[src/agkf_pkg.sv]
// ----------------------------------------------------------------------------
// agkf_pkg: shared types and constants of the angle/gyro Kalman filter
// Fixed-point formats, register indexes, datapath operand codes and the
// command and status groups between controller and datapath.
// ----------------------------------------------------------------------------
package agkf_pkg;

  localparam int DW        = 32;
  localparam int FRAC      = 24;
  localparam int CFG_W     = 31;
  localparam int CFG_IDX_W = 2;
  localparam int PROD_W    = 2 * DW;
  localparam int SCL_W     = PROD_W - FRAC;
  localparam int NUM_W     = DW + FRAC;
  localparam int DIV_CNT_W = $clog2(NUM_W + 1);

  localparam logic signed [DW-1:0] VMAX = {1'b0, {(DW-1){1'b1}}};
  localparam logic signed [DW-1:0] VMIN = {1'b1, {(DW-1){1'b0}}};
  localparam logic signed [DW-1:0] ONE_COV = DW'(1) << FRAC;

  localparam logic [CFG_W-1:0] DT_RST = CFG_W'(167772);
  localparam logic [CFG_W-1:0] QA_RST = CFG_W'(16777);
  localparam logic [CFG_W-1:0] QB_RST = CFG_W'(50332);
  localparam logic [CFG_W-1:0] R_RST  = CFG_W'(8388608);

  localparam logic [CFG_IDX_W-1:0] REG_DT = 2'd0;
  localparam logic [CFG_IDX_W-1:0] REG_QA = 2'd1;
  localparam logic [CFG_IDX_W-1:0] REG_QB = 2'd2;
  localparam logic [CFG_IDX_W-1:0] REG_R  = 2'd3;

  typedef enum logic [4:0] {
    SRC_ZERO, SRC_ANGLE, SRC_BIAS, SRC_AA, SRC_AB, SRC_BA, SRC_BB, SRC_RATE,
    SRC_T, SRC_DP, SRC_S, SRC_K0, SRC_K1, SRC_Y, SRC_MEAS, SRC_GYRO,
    SRC_DT, SRC_QA, SRC_QB, SRC_R, SRC_PROD
  } src_t;

  typedef enum logic [3:0] {
    DST_ANGLE, DST_BIAS, DST_AA, DST_AB, DST_BA, DST_BB, DST_RATE,
    DST_T, DST_DP, DST_S, DST_Y
  } dst_t;

  typedef struct packed {
    logic capture;
    logic mul_en;
    src_t mul_a;
    src_t mul_b;
    logic alu_en;
    logic alu_sub;
    src_t alu_a;
    src_t alu_b;
    dst_t alu_dst;
    logic div_start;
    logic gain_load;
    logic out_load;
  } cmd_t;

  typedef struct packed {
    logic div_busy;
    logic out_free;
  } sts_t;

  localparam cmd_t CMD_NOP = '{capture: 1'b0, mul_en: 1'b0, mul_a: SRC_ZERO,
                               mul_b: SRC_ZERO, alu_en: 1'b0, alu_sub: 1'b0,
                               alu_a: SRC_ZERO, alu_b: SRC_ZERO,
                               alu_dst: DST_T, div_start: 1'b0,
                               gain_load: 1'b0, out_load: 1'b0};

  function automatic cmd_t cmd_mul(src_t a, src_t b);
    cmd_t c;
    c = CMD_NOP;
    c.mul_en = 1'b1;
    c.mul_a  = a;
    c.mul_b  = b;
    return c;
  endfunction

  function automatic cmd_t cmd_alu(logic sub, src_t a, src_t b, dst_t d);
    cmd_t c;
    c = CMD_NOP;
    c.alu_en  = 1'b1;
    c.alu_sub = sub;
    c.alu_a   = a;
    c.alu_b   = b;
    c.alu_dst = d;
    return c;
  endfunction

endpackage

[src/agkf_ctrl.sv]
// ----------------------------------------------------------------------------
// agkf_ctrl: sequencer of the Kalman filter update
// Steps the datapath through prediction, gain division and correction,
// at most one multiply or one saturating add per state.
// ----------------------------------------------------------------------------
module agkf_ctrl (
  input  logic          clk,
  input  logic          rst_n,
  input  logic          in_tvalid,
  output logic          in_tready,
  input  agkf_pkg::sts_t sts,
  output agkf_pkg::cmd_t cmd
);
  import agkf_pkg::*;

  typedef enum logic [32:0] {
    ST_IDLE   = 33'd1 << 0,  ST_RATE   = 33'd1 << 1,  ST_M_DR   = 33'd1 << 2,
    ST_ANG1   = 33'd1 << 3,  ST_M_DB   = 33'd1 << 4,  ST_DP     = 33'd1 << 5,
    ST_T1     = 33'd1 << 6,  ST_T2     = 33'd1 << 7,  ST_T3     = 33'd1 << 8,
    ST_M_DT   = 33'd1 << 9,  ST_AA1    = 33'd1 << 10, ST_AB1    = 33'd1 << 11,
    ST_BA1    = 33'd1 << 12, ST_M_QB   = 33'd1 << 13, ST_BB1    = 33'd1 << 14,
    ST_S      = 33'd1 << 15, ST_DIVS   = 33'd1 << 16, ST_DIVW   = 33'd1 << 17,
    ST_GAIN   = 33'd1 << 18, ST_Y      = 33'd1 << 19, ST_M_K0Y  = 33'd1 << 20,
    ST_ANG2   = 33'd1 << 21, ST_M_K1Y  = 33'd1 << 22, ST_BIAS   = 33'd1 << 23,
    ST_M_K1AA = 33'd1 << 24, ST_BA2    = 33'd1 << 25, ST_M_K1AB = 33'd1 << 26,
    ST_BB2    = 33'd1 << 27, ST_M_K0AB = 33'd1 << 28, ST_AB2    = 33'd1 << 29,
    ST_M_K0AA = 33'd1 << 30, ST_AA2    = 33'd1 << 31, ST_DONE   = 33'd1 << 32
  } state_t;

  state_t state_r, state_nxt;

  assign in_tready = (state_r == ST_IDLE);

  always_comb begin
    state_nxt = state_r;
    cmd       = CMD_NOP;
    case (state_r)
      ST_IDLE: begin
        cmd.capture = in_tvalid;
        if (in_tvalid) state_nxt = ST_RATE;
      end
      ST_RATE: begin
        cmd = cmd_alu(1'b1, SRC_GYRO, SRC_BIAS, DST_RATE);
        state_nxt = ST_M_DR;
      end
      ST_M_DR: begin
        cmd = cmd_mul(SRC_DT, SRC_RATE);
        state_nxt = ST_ANG1;
      end
      ST_ANG1: begin
        cmd = cmd_alu(1'b0, SRC_ANGLE, SRC_PROD, DST_ANGLE);
        state_nxt = ST_M_DB;
      end
      ST_M_DB: begin
        cmd = cmd_mul(SRC_DT, SRC_BB);
        state_nxt = ST_DP;
      end
      ST_DP: begin
        cmd = cmd_alu(1'b0, SRC_PROD, SRC_ZERO, DST_DP);
        state_nxt = ST_T1;
      end
      ST_T1: begin
        cmd = cmd_alu(1'b1, SRC_DP, SRC_AB, DST_T);
        state_nxt = ST_T2;
      end
      ST_T2: begin
        cmd = cmd_alu(1'b1, SRC_T, SRC_BA, DST_T);
        state_nxt = ST_T3;
      end
      ST_T3: begin
        cmd = cmd_alu(1'b0, SRC_T, SRC_QA, DST_T);
        state_nxt = ST_M_DT;
      end
      ST_M_DT: begin
        cmd = cmd_mul(SRC_DT, SRC_T);
        state_nxt = ST_AA1;
      end
      ST_AA1: begin
        cmd = cmd_alu(1'b0, SRC_AA, SRC_PROD, DST_AA);
        state_nxt = ST_AB1;
      end
      ST_AB1: begin
        cmd = cmd_alu(1'b1, SRC_AB, SRC_DP, DST_AB);
        state_nxt = ST_BA1;
      end
      ST_BA1: begin
        cmd = cmd_alu(1'b1, SRC_BA, SRC_DP, DST_BA);
        state_nxt = ST_M_QB;
      end
      ST_M_QB: begin
        cmd = cmd_mul(SRC_QB, SRC_DT);
        state_nxt = ST_BB1;
      end
      ST_BB1: begin
        cmd = cmd_alu(1'b0, SRC_BB, SRC_PROD, DST_BB);
        state_nxt = ST_S;
      end
      ST_S: begin
        cmd = cmd_alu(1'b0, SRC_AA, SRC_R, DST_S);
        state_nxt = ST_DIVS;
      end
      ST_DIVS: begin
        cmd.div_start = 1'b1;
        state_nxt = ST_DIVW;
      end
      ST_DIVW: begin
        if (!sts.div_busy) state_nxt = ST_GAIN;
      end
      ST_GAIN: begin
        cmd.gain_load = 1'b1;
        state_nxt = ST_Y;
      end
      ST_Y: begin
        cmd = cmd_alu(1'b1, SRC_MEAS, SRC_ANGLE, DST_Y);
        state_nxt = ST_M_K0Y;
      end
      ST_M_K0Y: begin
        cmd = cmd_mul(SRC_K0, SRC_Y);
        state_nxt = ST_ANG2;
      end
      ST_ANG2: begin
        cmd = cmd_alu(1'b0, SRC_ANGLE, SRC_PROD, DST_ANGLE);
        state_nxt = ST_M_K1Y;
      end
      ST_M_K1Y: begin
        cmd = cmd_mul(SRC_K1, SRC_Y);
        state_nxt = ST_BIAS;
      end
      ST_BIAS: begin
        cmd = cmd_alu(1'b0, SRC_BIAS, SRC_PROD, DST_BIAS);
        state_nxt = ST_M_K1AA;
      end
      ST_M_K1AA: begin
        cmd = cmd_mul(SRC_K1, SRC_AA);
        state_nxt = ST_BA2;
      end
      ST_BA2: begin
        cmd = cmd_alu(1'b1, SRC_BA, SRC_PROD, DST_BA);
        state_nxt = ST_M_K1AB;
      end
      ST_M_K1AB: begin
        cmd = cmd_mul(SRC_K1, SRC_AB);
        state_nxt = ST_BB2;
      end
      ST_BB2: begin
        cmd = cmd_alu(1'b1, SRC_BB, SRC_PROD, DST_BB);
        state_nxt = ST_M_K0AB;
      end
      ST_M_K0AB: begin
        cmd = cmd_mul(SRC_K0, SRC_AB);
        state_nxt = ST_AB2;
      end
      ST_AB2: begin
        cmd = cmd_alu(1'b1, SRC_AB, SRC_PROD, DST_AB);
        state_nxt = ST_M_K0AA;
      end
      ST_M_K0AA: begin
        cmd = cmd_mul(SRC_K0, SRC_AA);
        state_nxt = ST_AA2;
      end
      ST_AA2: begin
        cmd = cmd_alu(1'b1, SRC_AA, SRC_PROD, DST_AA);
        state_nxt = ST_DONE;
      end
      ST_DONE: begin
        if (sts.out_free) begin
          cmd.out_load = 1'b1;
          state_nxt = ST_IDLE;
        end
      end
      default: state_nxt = ST_IDLE;
    endcase
  end

  always_ff @(posedge clk) begin
    if (!rst_n) begin
      state_r <= ST_IDLE;
    end else begin
      state_r <= state_nxt;
    end
  end

`ifndef SYNTHESIS
  a_accept_starts: assert property (@(posedge clk) disable iff (!rst_n)
    (in_tvalid && in_tready) |=> (state_r == ST_RATE))
    else $error("accepted transaction did not start the update");
  a_div_busy: assert property (@(posedge clk) disable iff (!rst_n)
    cmd.div_start |=> sts.div_busy)
    else $error("divider did not start");
  a_div_exit: assert property (@(posedge clk) disable iff (!rst_n)
    (state_r == ST_DIVW && !sts.div_busy) |=> (state_r == ST_GAIN))
    else $error("gain load skipped after division");
  a_out_free: assert property (@(posedge clk) disable iff (!rst_n)
    cmd.out_load |-> sts.out_free)
    else $error("result loaded over a pending transaction");
`endif

endmodule

[config.mk]
export PLATFORM = sky130hd
export DESIGN_NAME = agkf_ctrl
export DESIGN_NICKNAME = d
export VERILOG_FILES = /design/src/agkf_pkg.sv /design/src/agkf_ctrl.sv
export SDC_FILE = /design/constraint.sdc
export NUM_CORES = 1
export LEC_CHECK = 0
export BUFFER_PORTS_ARGS = -buffer_cell sky130_fd_sc_hd__buf_2
export CAP_MARGIN = 10
export CORE_MARGIN = 4
export CORE_UTILIZATION = 55
export CTS_BUF_LIST = sky130_fd_sc_hd__clkbuf_8
export DETAILED_ROUTE_END_ITERATION = 8
export PLACE_DENSITY_LB_ADDON = 0.05
export SLEW_MARGIN = 10
export SYNTH_ARGS = -nofsm -noshare
export SYNTH_HDL_FRONTEND = slang
export SYNTH_SLANG_ARGS = --single-unit
[constraint.sdc]
create_clock -name clk -period 2.58 [get_ports clk]
set_input_delay 0.129 -clock clk [delete_from_list [all_inputs] [get_ports clk]]
set_output_delay 0.129 -clock clk [all_outputs]
set_load 0.02 [all_outputs]
==> results of run 1 <==
==> area by class of cell <==
| class | instances | area [um2] |
|---|---|---|
| Timing Repair Buffer | 101 | 757 |
| Sequential cell | 33 | 682 |
| Clock buffer | 5 | 68.8 |
| Clock inverter | 3 | 13.8 |
| Tap cell | 48 | 60.1 |
| Fill cell | 177 | 414 |
| Inverter | 9 | 33.8 |
| Multi-Input combinational cell | 224 | 1710 |
==> metal layers <==
metal	GRT usage, %	share of wire (%)
met5	0	0
met4	19.2	8.7
met3	9.23	13
met2	49.7	44
met1	40.7	34
==> cell usage after synthesis, types with 3 or more instances <==
master     count  area (um2)
nor2_1        41         154
dfxtp_1       33         661
nand2_1       26        97.6
nand3_1       17        85.1
nor3_1        16        80.1
nand4_1       11        68.8
nor4_1        11        68.8
nor4b_1       10        87.6
inv_1          9        33.8
or4_1          9        67.6
nand2b_1       8        50.1
nor4_4         7         149
or3_1          6        37.5
and3_1         5        31.3
buf_2          5        25.0
nand4b_1       5        43.8
o21ai_0        5        25.0
xor2_1         5        43.8
nor2b_1        4        25.0
a2111oi_0      3        26.3
o2111ai_1      3        26.3
==> critical path: stages (launching register included) <==
cell,delay [ps]
dfxtp_4,360
nor4_4,480
nand4_1,190
buf_4,190
buf_4,140
nor4_2,180
buf_4,190
a311oi_2,60
and2_4,200
a311o_1,290
buf_6,140
==> power groups by stage <==
stage / Sequential (mW) / Combinational, mW / Clock (mW)
6_report: 0.554 / 1.16 / 0.406
4_1_cts: 0.555 / 0.909 / 0.383
3_5_place_dp: 0.568 / 0.829 / 0
3_3_place_gp: 0.568 / 0.823 / 0
2_1_floorplan: 0.577 / 0.514 / 0
5_1_grt: 0.558 / 1.20 / 0.425
==> how the worst max path moves through the flow <==
stage                                to  slack [ps]  cells after the start
6_report                         cmd[4]        -270                     10
5_1_grt                          cmd[4]        -320                      9
4_1_cts                          cmd[4]         -70                      8
3_5_place_dp                     cmd[4]          80                      7
3_3_place_gp                     cmd[4]         120                      8
2_1_floorplan  state_r[19]$_SDFFE_PN0P_         130                      5
==> what timing repair did <==
| item | in CTS | in global routing |
|---|---|---|
| endpoints found under the setup margin | 14 | 52 |
| hold buffers | 0 | 0 |
| resized for setup | 40 | 53 |
| pin swaps | 18 | 11 |
| setup buffers | 9 | 8 |
==> through the flow <==
step                      setup slack (ps)  hold WS (ps)  instance area (um2)  utilization, %  TNS, ps
final                                 -275           119                 3330            88.9    -2670
after global routing                  -322           119                 3330            88.9    -6400
after CTS                            -67.2           121                 3040            81.3     -174
after detailed placement              83.4           428                 2750            73.5        0
after global placement                 121           424                 2750            73.5        0
after floorplan                        130           247                 2180               -        0
==> kinds of logic after synthesis <==
logic type / synth area share [%]
and+or+nand+nor: 54.6
DFF: 30.4
AOI/OAI and AO/OA: 9.33
buffers and inverters: 2.88
xor gates and xnor gates: 2.82
==> impl_metrics.toml, run 1 <==
[status]
status = "finished, violations left"
violations = "setup timing"

[timing]
clock.fmax_mhz = 350
hold_violations = 0
finalSetupViolCount = 30
finalCritPeriodShare_pct = 111
drv_slew = 0
setup_slack_ps = -275
rsz0062_at_grt = "true"
worstMarginPinSlew_ps = 670
min_period_ps = 2850
skew_ps = 12.0
relSlewSlack_pct = 54.7

[synth]
synthArstFlopShare_pct = 0
yosysUniqueCellTypes = 48
syn_inst = 272
yosysSeqAreaShare_pct = 30.4
synth_flop_cell = "dfxtp_1"
ys_ff_latch = 33
avgSynthCellArea_um2 = 7.99
syn_area_mm2 = 0.00217
syn-num-nets = 277
synth_edf_count = 0
yosysWarningCount = 0

[setup_path]
timing.rr.start = "state_r[28]$_SDFFE_PN0P_"
critPathRequiredTime_ps = 2450
cp_max_fo = 5
crit_arrival_ps = 2730
crit_start = "state_r[12]$_SDFFE_PN0P_"
worstReg2RegEnd = "state_r[25]$_SDFFE_PN0P_"
critPathCaptureType = "primary output"
rr_worst_depth = 11
startpoint_type = "flip-flop"
r2r_setup_slack_ps = -80
critical_path_class = "reg2out"

[placement]
placed_cells = 398
place.gp.congestion = 1.01
hpwl_mm = 5.65
portBuffers = 36

[job]
drv_cap = 0

[power_and_ir_drop]
p_int_mw = 1.19
power_density_mw_per_mm2 = 636
swShare_pct = 43.8
power_leakage_nw = 1.55
finalPower_mw = 2.12
pwr-share-clk_pct = 19.2
seqPwrFrac_pct = 26.2
combinationalPowerShare_pct = 54.7
ir_drop_v = 0.000591
switchingPower_mw = 0.928

[route]
viasPerCell = 7.30
drtIter0Drc = 469
dr_total_vias = 3090
final_antenna_net_count = 0
drt_pass1_iterations = 7
wl_per_cell_um = 23.8
drt_wl_total_mm = 10.1
drc_errors = 0

[finish]
top_regs = "state_r x33"
largest-register = "state_r"
most-common-layout-cells = "67 x buf_4, 39 x nor2_1, 22 x nand2_1, 22 x dfxtp_1, 20 x buf_2"
layout_commonest_cell = "buf_4"
fin_cells = 423
nets = 379
diodes = 0
drive_gt1_share_pct = 46.9
syn2layout_area_growth_pct = 53.3
largest_register_ffs = 33

[floorplanning]
placementRows = 22
die_w_um = 70.8
core_mm2 = 0.00374
die_area_mm2 = 0.00502
io_pins = 37
die_h_um = 70.8
initial_core_util_pct = 58.0

[min_path]
min_to = "state_r[32]$_SDFFE_PN0P_"
hp-start = "rst_n"
hp-class = "in2reg"
whs_path_depth = 2

[global_routing]
antenna_found_initial = 0
grt_max_degree = 16
track_usage_pct = 32.5
grt_pass1_vias = 2582
grt_pass1_wl_mm = 13.0
gr-total-overflow = 0

[clock_tree]
root_buffer = "clkbuf_8"
cts_tree = "done"
htreeDepth = 2
clkTransAtPathRegs_ps = 80
clock_latency_ps = 310
clock-sinks = 33
cts_buffers = 5
ctsLongestPathBuffers = 2
Power figures use the tool's default switching activity.
==> run 2: changes to the inputs <==
--- a/config.mk
+++ b/config.mk
@@ -9,7 +9,6 @@
 export CAP_MARGIN = 10
 export CORE_MARGIN = 4
 export CORE_UTILIZATION = 55
-export CTS_BUF_LIST = sky130_fd_sc_hd__clkbuf_8
 export DETAILED_ROUTE_END_ITERATION = 8
 export PLACE_DENSITY_LB_ADDON = 0.05
 export SLEW_MARGIN = 10
==> run 2 against run 1 <==
The flow still finishes with violations (setup timing). Setup slack got worse by 6.4 ps. Register-to-register slack about the same. Utilization unchanged. Count of clock-buffer cells in the layout grew 1. Largest cell class unchanged. Highest routed layer unchanged.
==> impl_metrics.toml, run 2 (synthesis gave the netlist of run 1 again) <==
[status]
status = "finished, violations left"
violations = "setup timing"

[timing]
worstMarginPinSlew_ps = 646
skew_ps = 10.2
finalCritPeriodShare_pct = 111
min_period_ps = 2860
clock.fmax_mhz = 350
hold_violations = 0
relSlewSlack_pct = 56.3
rsz0062_at_grt = "true"
drv_slew = 0
setup_slack_ps = -281
hold_ws_ps = 117
finalSetupViolCount = 46

[power_and_ir_drop]
swShare_pct = 43.5
power_density_mw_per_mm2 = 635
seqPwrFrac_pct = 26.2
finalPower_mw = 2.11
combinationalPowerShare_pct = 54.5
switchingPower_mw = 0.920
p_int_mw = 1.19
power_leakage_nw = 1.55
ir_drop_v = 0.000591
pwr-share-clk_pct = 19.3

[placement]
portBuffers = 36
hpwl_mm = 5.65
place.gp.congestion = 1.01

[clock_tree]
clkTransAtPathRegs_ps = 80
cts_tree = "done"
root_buffer = "clkbuf_8"
clock-sinks = 33
clock_latency_ps = 310
cts_buffers = 5
htreeDepth = 2
ctsLongestPathBuffers = 2

[min_path]
whs_path_depth = 2
hp-class = "in2reg"

[global_routing]
track_usage_pct = 32.5
grt_pass1_vias = 2582
grt_max_degree = 16
antenna_found_initial = 0
grt_busiest_layer = "met2"
grt.met3_usage_pct = 9.23
grt_pass1_wl_mm = 13.0
globalRouteMet1Util_pct = 40.7
use_met2_pct = 49.7
gr-total-overflow = 0

[floorplanning]
die_w_um = 70.8
die_h_um = 70.8
die_area_mm2 = 0.00502
io_pins = 37
initial_core_util_pct = 58.0
placementRows = 22
core_mm2 = 0.00374

[finish]
diodes = 0
drive_gt1_share_pct = 46.9
layout_commonest_cell = "buf_4"
largest_register_ffs = 33
nets = 379
final_util_pct = 88.9
top_regs = "state_r x33"
largest-register = "state_r"
syn2layout_area_growth_pct = 53.3
most-common-layout-cells = "67 x buf_4, 39 x nor2_1, 22 x nand2_1, 22 x dfxtp_1, 20 x buf_2"

[setup_path]
r2r_setup_slack_ps = -70
startpoint_type = "flip-flop"
critPathCaptureType = "primary output"
critical_path_class = "reg2out"
crit_arrival_ps = 2730
rr_worst_depth = 11
critPathRequiredTime_ps = 2450
cp_max_fo = 5

[route]
wl_per_cell_um = 23.5
final_antenna_net_count = 0
drt_pass1_iterations = 7
viasPerCell = 7.18
drc_errors = 0
dr_total_vias = 3037
drtIter0Drc = 466
drt_wl_total_mm = 9.93

[job]
drv_cap = 0
==> run 2: changes by cell type in the layout (fill, tap and decap cells not counted) <==
cell | previous run | this run
inv_1 | 9 | 8
clkbuf_1 | 0 | 1
==> run 2: path summary, 6_finish.rpt <==
check                                         startpoint                       end
worst max-delay path            state_r[28]$_SDFFE_PN0P_                    cmd[4]
worst min-delay path                               rst_n  state_r[32]$_SDFFE_PN0P_
worst max register to register  state_r[28]$_SDFFE_PN0P_  state_r[25]$_SDFFE_PN0P_
worst min register to register   state_r[3]$_SDFFE_PN0P_   state_r[4]$_SDFFE_PN0P_
==> run 2: critical path: stages (launching register included) <==
cell and delay [ps]:
dfxtp_1 390, nor4_2 460, nand4_1 180, buf_4 190, buf_4 140, nor4_2 180
buf_4 190, a311oi_2 60, and2_4 200, a311o_1 290, buf_6 140
==> run 2: layout make-up <==
cell class              instances  area [um2]
multi-input cells             224        1710
repair buffers                101         757
flip-flops and latches         33         682
fillers                       177         414
clock buffers                   6        72.6
well taps                      48        60.1
inverters                       9        33.8
clock inverters                 2        10.0
==> run 2: routing by layer <==
layer | routed length, um | vias to the layer above
met5 | 0 | -
met4 | 911 | 0
met3 | 1280 | 121
met2 | 4360 | 314
met1 | 3390 | 1351
li1 | - | 1251
==> run 2: timing repair <==
action                                 CTS  global route
endpoints found under the hold margin    0             0
pin swaps                               18            11
hold buffers                             0             0
setup endpoints to repair               14            52
setup buffers                            9             8
gates resized for setup                 40            53
==> run 2: power groups by stage <==
| stage | Clock (mW) | Combinational, mW | Sequential, mW |
|---|---|---|---|
| floorplan | 0 | 0.514 | 0.577 |
| global placement | 0 | 0.823 | 0.568 |
| detailed placement | 0 | 0.829 | 0.568 |
| CTS | 0.386 | 0.909 | 0.555 |
| global route | 0.429 | 1.20 | 0.558 |
| finish | 0.409 | 1.15 | 0.554 |
==> run 2: stage by stage <==
stage | cells | instance area [um2] | worst slack, ps | setup TNS [ps]
2_1_floorplan | 272 | 2180 | 130 | 0
3_3_place_gp | 398 | 2750 | 121 | 0
3_5_place_dp | 398 | 2750 | 83.4 | 0
4_1_cts | 415 | 3040 | -67.2 | -174
5_1_grt | 423 | 3330 | -322 | -6400
6_report | 423 | 3330 | -281 | -3100
